--- config.mk ---
export PLATFORM = sky130hd
export DESIGN_NAME = pmsc_merge
export DESIGN_NICKNAME = d
export VERILOG_FILES = /design/src/rtl/pmsc_pkg.sv /design/src/rtl/pmsc_merge.sv
export SDC_FILE = /design/constraint.sdc
export NUM_CORES = 2
export LEC_CHECK = 0
export ABC_CLOCK_PERIOD_IN_PS = 8600
export BUFFER_PORTS_ARGS = -buffer_cell sky130_fd_sc_hd__buf_2
export CORE_UTILIZATION = 50
export DETAILED_ROUTE_END_ITERATION = 16
export GPL_TIMING_DRIVEN = 0
export PLACE_DENSITY = 0.76
export SLEW_MARGIN = 5
export SYNTH_ARGS = -nofsm -noshare
export SYNTH_HDL_FRONTEND = slang
export SYNTH_SLANG_ARGS = --single-unit
--- constraint.sdc ---
create_clock -name clk -period 8.6 [get_ports clk]
set_input_delay 0.86 -clock clk [delete_from_list [all_inputs] [get_ports clk]]
set_output_delay 0.86 -clock clk [all_outputs]
set_load 0.1 [all_outputs]
--- src/rtl/pmsc_pkg.sv ---
// Shared types, widths and register codes for the point-mass safety controller.
// Used by every module of the block; depends on nothing.
`default_nettype none

package pmsc_pkg;

  // Number of axes evaluated; lanes beyond this one read as zero.
  localparam int AXES     = 3;
  localparam int MAX_AXES = 3;

  localparam int FW      = 16;  // Q8.8 fields and packed lanes
  localparam int DW      = 18;  // v -/+ vr
  localparam int SQ_W    = 36;  // squares and the parabola numerator
  localparam int VR2_W   = 34;  // 2 * vr^2
  localparam int SL_W    = 35;  // (v -/+ vr) * R
  localparam int PR_W    = 53;  // numerator * R
  localparam int ACC_W   = 40;  // surfaces A and B at full width
  localparam int VAL_W   = 32;  // Q16.16 outputs
  localparam int PRIO_W  = 17;  // Q0.16 priority with room for one
  localparam int CFG_W   = 48;
  localparam int CFG_AW  = 3;
  localparam int IN_W    = 96;
  localparam int OUT_W   = 200;

  localparam int LANE_STAGES  = 6;
  localparam int MERGE_STAGES = 3;
  localparam int PIPE_STAGES  = LANE_STAGES + MERGE_STAGES;

  localparam logic [PRIO_W-1:0] PRIO_ONE = PRIO_W'(65536);
  localparam logic [1:0]        GPOS_NEG = 2'b11;
  localparam logic [1:0]        GPOS_POS = 2'b01;

  typedef enum logic [CFG_AW-1:0] {
    REG_REF_SPEED   = 3'd0,
    REG_ACCEL_RECIP = 3'd1,
    REG_EXPANSION   = 3'd2,
    REG_SPEEDUP     = 3'd3,
    REG_BRAKE       = 3'd4,
    REG_PRIO_LOW    = 3'd5,
    REG_PRIO_SCALE  = 3'd6
  } cfg_reg_t;

  typedef struct packed {
    logic [FW-1:0] vr;
    logic [FW-1:0] recip;
    logic [FW-1:0] xe;
    logic [FW-1:0] u_acc;
    logic [FW-1:0] u_dec;
  } lane_cfg_t;

  typedef struct packed {
    logic [LANE_STAGES-1:0] en;
  } lane_ctl_t;

  typedef struct packed {
    logic [MERGE_STAGES-1:0] en;
  } merge_ctl_t;

  typedef struct packed {
    logic [ACC_W-1:0] m;
    logic [1:0]       gpos;
    logic [FW-1:0]    ctrl;
    logic [VAL_W-1:0] slope;
  } lane_res_t;

  typedef struct packed {
    logic [1:0]       gpos;
    logic [FW-1:0]    ctrl;
    logic [VAL_W-1:0] slope;
  } axis_out_t;

endpackage

`default_nettype wire

--- src/rtl/pmsc_merge.sv ---
// Merging stages: maximum over the lanes, saturation, and the priority mapping.
// Depends on pmsc_pkg; fed by the pmsc_lane outputs.
`default_nettype none

module pmsc_merge
  import pmsc_pkg::*;
(
  input  logic                    clk,
  input  merge_ctl_t              ctl,
  input  lane_res_t [MAX_AXES-1:0] lanes,
  input  logic [VAL_W-1:0]        prio_low,
  input  logic [VAL_W-1:0]        prio_scale,
  output logic [VAL_W-1:0]        value,
  output axis_out_t [MAX_AXES-1:0] axes,
  output logic [PRIO_W-1:0]       prio
);

  localparam logic signed [ACC_W-1:0] SAT_MAX = ACC_W'(64'sh7FFFFFFF);
  localparam logic signed [ACC_W-1:0] SAT_MIN = -ACC_W'(64'sh80000000);

  logic signed [ACC_W-1:0] best;
  logic [VAL_W-1:0]        val_sat;
  axis_out_t [MAX_AXES-1:0] axes_sel;
  logic [VAL_W-1:0]        val1, val2;
  axis_out_t [MAX_AXES-1:0] axes1, axes2;
  logic signed [VAL_W:0]   diff;
  logic [VAL_W-1:0]        d2;
  logic                    dpos2;
  logic [2*VAL_W-1:0]      prod;
  logic [2*VAL_W-17:0]     frac;
  logic [PRIO_W-1:0]       frac_cl;

  always_comb begin
    best = '0;
    for (int i = 0; i < MAX_AXES; i++) begin
      axes_sel[i] = '0;
      if (i < AXES) begin
        axes_sel[i] = '{gpos: lanes[i].gpos, ctrl: lanes[i].ctrl, slope: lanes[i].slope};
        if (i == 0 || $signed(lanes[i].m) > best) begin
          best = $signed(lanes[i].m);
        end
      end
    end
    if (best > SAT_MAX) begin
      val_sat = VAL_W'(SAT_MAX);
    end else if (best < SAT_MIN) begin
      val_sat = VAL_W'(SAT_MIN);
    end else begin
      val_sat = best[VAL_W-1:0];
    end
  end

  always_ff @(posedge clk) begin
    if (ctl.en[0]) begin
      val1  <= val_sat;
      axes1 <= axes_sel;
    end
  end

  // Distance above the threshold; only a positive distance lowers the priority.
  assign diff = $signed({val1[VAL_W-1], val1}) - $signed({prio_low[VAL_W-1], prio_low});

  always_ff @(posedge clk) begin
    if (ctl.en[1]) begin
      val2  <= val1;
      axes2 <= axes1;
      d2    <= diff[VAL_W-1:0];
      dpos2 <= !diff[VAL_W] && (diff[VAL_W-1:0] != '0);
    end
  end

  assign prod    = {{VAL_W{1'b0}}, d2} * {{VAL_W{1'b0}}, prio_scale};
  assign frac    = prod[2*VAL_W-1:16];
  assign frac_cl = (frac > (2*VAL_W-16)'(PRIO_ONE)) ? PRIO_ONE : frac[PRIO_W-1:0];

  always_ff @(posedge clk) begin
    if (ctl.en[2]) begin
      value <= val2;
      axes  <= axes2;
      prio  <= dpos2 ? (PRIO_ONE - frac_cl) : PRIO_ONE;
    end
  end

endmodule

`default_nettype wire

* Word-level counts from Yosys, hierarchy flattened *
Cells that the tools add are included.

storage, ports and cells
  logic and storage cells = 48
  output and inout bits = 199
  input bits = 338
  flip-flop bits (word level) = 596

cells by class
  $mul = 1
  magnitude comparators = 5
  reductions and logical operators = 3
  muxes and demuxes = 4
  add/sub/neg operators = 2

operators with widths
  kind                    count
  $gt 40x40->1            2
  $mux 40                 2
  $mul 32x32->64          1
  $gt 48x17->1 const B    1
  $gt 40x32->1 const B    1
  $lt 40x32->1 const B    1
  $sub 32x32->33          1
  $mux 32                 1
  $reduce_bool 32->1      1
  $mux 17                 1
  $sub 17x17->17 const A  1
  $logic_and 1x1->1       1
  $logic_not 1->1         1

* Depth between registers and ports, before layout *
  depth after elaboration = 6
  depth in mapped cells = 38
  depth with buffers taken out = 35

* Worst setup path before layout *
Ideal clock, no wire load.

  path type = in2reg
  start = in prio_scale[2]
  end = reg prio[16], data pin
  buffers on the path = 3
  path slack = -0.788 ns
  arrival = 9.193 ns
  data required time = 8.405 ns
  cell stages on the path = 34
  library setup time = 0.195 ns
  cell sequence = clkbuf_1 > and2_1 > fa_1 > inv_1 > fa_1 > fa_1 > fa_1 > inv_1 > fa_1 > fa_1 > fa_1 > inv_1 > fa_1 > inv_1 > ha_1 > buf_2 > nand4_1 > nor4_2 > nand2_1 > o221a_2 > a311o_1 > buf_2 > o31ai_1 > xor2_1 > nor4_1 > nand4_2 > a211oi_4 > nand2_1 > ha_1 > nand2_1 > nand2_1 > mux2i_1 > nand3_1 > o311ai_0

on the way
  word-level cells in the longest chain between the ends = 4

ends and longest elaborated chain
  what                    line              RTL
  start: declaration      pmsc_merge.sv:12  input logic [VAL_W-1:0] prio_scale,
  $mul 32x32->64 (*)      pmsc_merge.sv:72  assign prod = {{VAL_W{1'b0}}, d2} * {{VAL_W{1'b0}}, prio_scale};
  $gt 48x17->1            pmsc_merge.sv:74  assign frac_cl = (frac > (2*VAL_W-16)'(PRIO_ONE)) ? PRIO_ONE : frac[PRIO_W-1:0];
  $mux 17 (*)             pmsc_merge.sv:74
  $sub 17x17->17 (*)      pmsc_merge.sv:80  prio <= dpos2 ? (PRIO_ONE - frac_cl) : PRIO_ONE;
  end signal: assignment  pmsc_merge.sv:80
  end: declaration        pmsc_merge.sv:15  output logic [PRIO_W-1:0] prio

Mark *: on every way between the ends. The rest lies on a longest branch, timed or not.
A chain may end at the register's enable or synchronous reset.

* Worst setup path after layout *
  start = in prio_scale[18]
  end = reg prio[12], data pin

Same word-level chain as after synthesis.

==> flow_summary.json <==
{
  "ant_nets": 0,
  "setup_violations": 17,
  "clk_pin_slew_worst_paths_ns": 0.07,
  "synth_cells": 5262,
  "wl_per_cell_um": 25.3,
  "numCtsBuffers": 54,
  "cp_data_arrival_time_ns": 9.81,
  "hp-class": "in -> reg",
  "grt_pass1_wl_um": 277000,
  "cp.depth": 34,
  "core_mm2": 0.113,
  "first_global_vias": 44000,
  "hpwl_um": 156000,
  "synth_seq_cells": 596,
  "root_buffer": "clkbuf_16",
  "cts_tree": "yes",
  "fin_crit_ns": 9.44,
  "routed_wl_um": 190000,
  "track_usage_pct": 33.0,
  "finalNetCount": 7561,
  "vias": 42400,
  "critPathKind": "in -> reg",
  "synth_cell_type_count": 89,
  "die_width_um": 340,
  "num-fill-cells": 9485,
  "crit_fanout": 11,
  "h-tree-depth": 2,
  "drv_cap": 0,
  "area_growth_pct": 16.4,
  "holdBufCountCts": 0,
  "synth_top_cell_by_area": "fa_1",
  "critPathBufInv": 8,
  "rrSetupSlack_ns": -0.77,
  "end_kind": "flip-flop",
  "crit_family": "adder cells",
  "drc_errors": 0,
  "setup.worst_path.end": "prio[12]",
  "reg2reg_depth": 34,
  "synth_top_flop_cell": "edfxtp_1",
  "final_hold_viol_count": 0,
  "synth-edff-count": 596,
  "worstReg2RegStart": "d2[12]",
  "min_period_over_period_pct": 110,
  "crit_top_cell": "fa_1",
  "max_slew_margin_pct": 28.3,
  "ys_seq_area_share_pct": 31.3,
  "worstMarginPinSlew_ns": 1.08,
  "io_pins": 537,
  "die_h_um": 340,
  "synth_area_leaders": "fa_1 (31%), edfxtp_1 (31%), ha_1 (8.2%), inv_1 (6.6%), and2_1 (5.3%)",
  "drv_slew": 0,
  "worst_slack_ns": -0.843,
  "num_rows": 123,
  "hold_path.startpoint": "lanes[92]",
  "synthArstFlopShare_pct": 0,
  "synth_fp_nets": 6869,
  "cpPeakStageDelay_ns": 0.65,
  "dp_slack_ns": -2.50,
  "slowest_stage": "fa_2",
  "cp-start-kind": "primary input",
  "vias_per_cell": 5.64,
  "grt_max_degree": 109,
  "r2r_end": "prio[12]",
  "dieArea_mm2": 0.116,
  "synth_most_common_cell": "inv_1",
  "start_util_pct": 50.6,
  "syn_avg_cell_area_um2": 10.9,
  "dr.pass1.iters": 6,
  "synth.cell_area_mm2": 0.0572,
  "antenna_found_initial": 48,
  "cts_sinks": 596,
  "cp_data_required_time_ns": 8.97,
  "gp_congestion": 1.06,
  "netlist.area_leader.share_pct": 31.4,
  "final.setup_skew_ns": 0.0372,
  "drtIter0Drc": 3574,
  "port_buffers": 536,
  "drive_gt1_share_pct": 19.5,
  "yosys_warnings": 0,
  "overflow": 0,
  "startpoint": "prio_scale[18]",
  "clock.fmax_ghz": 0.106,
  "violations": "negative setup slack",
  "clk_path_buf_depth": 3,
  "insertion_delay_ns": 0.63,
  "outcome": "complete, but fails checks",
  "yosys-top-cells-count": "inv_1 (1,004), fa_1 (896), nand2_1 (671)",
  "rsz0062_at_grt": "yes"
}
## layout make-up
cell class	instances	area (um^2)	area share, %
tap	1500	1880	2.82
inverter	1004	3770	5.66
buffer	236	1800	2.71
clock buffer	67	1420	2.14
clock inverter	34	345	0.519
sequential	596	17900	26.9
timing repair buffer	650	3880	5.84
antenna	18	45.0	0.0677
multi-input combinational	3412	35500	53.3
## layer usage
layer / routed length (um) / GRT usage [%] / part of all wire [%]
met3: 20100 / 8.71 / 11
met4: 15800 / 22.4 / 8.3
met1: 67000 / 39.9 / 35
met2: 86900 / 52.0 / 46
met5: 258 / 0 / 0.14
## worst reg2reg max path, delay by kind of cell, from the launching register on
family                   cells  cell delay [ns]
XOR/XNOR                     1             0.25
buffers and inverters        8             1.03
flip-flops                   1             0.38
adder cells (fa/ha/maj)     10             4.83
AO/OA/AOI/OAI                6             1.22
AND/OR/NAND/NOR              9             1.45
## flip-flops by register name, summed over array words and instances (netlist names)
register,flops
axes1,150
axes,150
dpos2,1
axes2,150
val2,32
val1,32
value,32
prio,17
d2,32
## logic make-up (layout without fill, tap and decap cells)
| group | count (synthesis) | after routing | share of synthesized area (%) |
|---|---|---|---|
| and+or+nand+nor | 1523 | 1523 | 13.2 |
| AOI/OAI and AO/OA | 494 | 494 | 5.55 |
| muxes | 51 | 51 | 0.902 |
| other | 0 | 18 | 0 |
| DFF | 596 | 596 | 31.3 |
| adders and majority gates | 1269 | 1269 | 39.5 |
| xor gates and xnor gates | 75 | 75 | 1.19 |
| buffers and inverters | 1254 | 1991 | 8.31 |
## stage by stage
step / std cells / TNS (ns) / hold WS [ns] / area [um^2] / util (%)
finish: 7517 / -9.29 / 0.399 / 66500 / 58.9
global route: 7505 / -12.50 / 0.379 / 66500 / 58.9
CTS: 7475 / -7.51 / 0.368 / 65700 / 58.2
detailed placement: 7302 / -33.44 / 0.405 / 62300 / 55.1
global placement: 7298 / -33.23 / 0.400 / 62100 / 55.0
floorplan: 5262 / -1.65 / 0.400 / 57600 / -
## worst min path at each step
stage / endpoint / depth (start not counted)
6_report: axes1[52] / 1
5_1_grt: axes1[22] / 1
4_1_cts: axes1[22] / 1
3_5_place_dp: axes2[113] / 0
3_3_place_gp: axes[9] / 0
2_1_floorplan: axes2[0] / 0
## timing repair
item	CTS	global route
buffers inserted	74	35
gates resized for setup	365	194
gates cloned	1	1
endpoints found under the setup margin	17	17
pin swaps	69	68
## placed cells by master, fill, tap and decap left out, types with 59 or more instances in the layout
cell type | netlist | final
a21oi_1 | 150 | 134
and2_1 | 483 | 457
buf_2 | 13 | 546
buf_4 | 1 | 101
clkbuf_16 | 0 | 60
clkbuf_2 | 0 | 59
edfxtp_1 | 596 | 596
fa_1 | 896 | 860
ha_1 | 373 | 357
inv_1 | 1004 | 985
nand2_1 | 671 | 656
nor2_1 | 134 | 117
o21ai_0 | 102 | 92
Power is not shown: default switching activity piles up to over one toggle a cycle in this logic, so the estimate is an artifact.
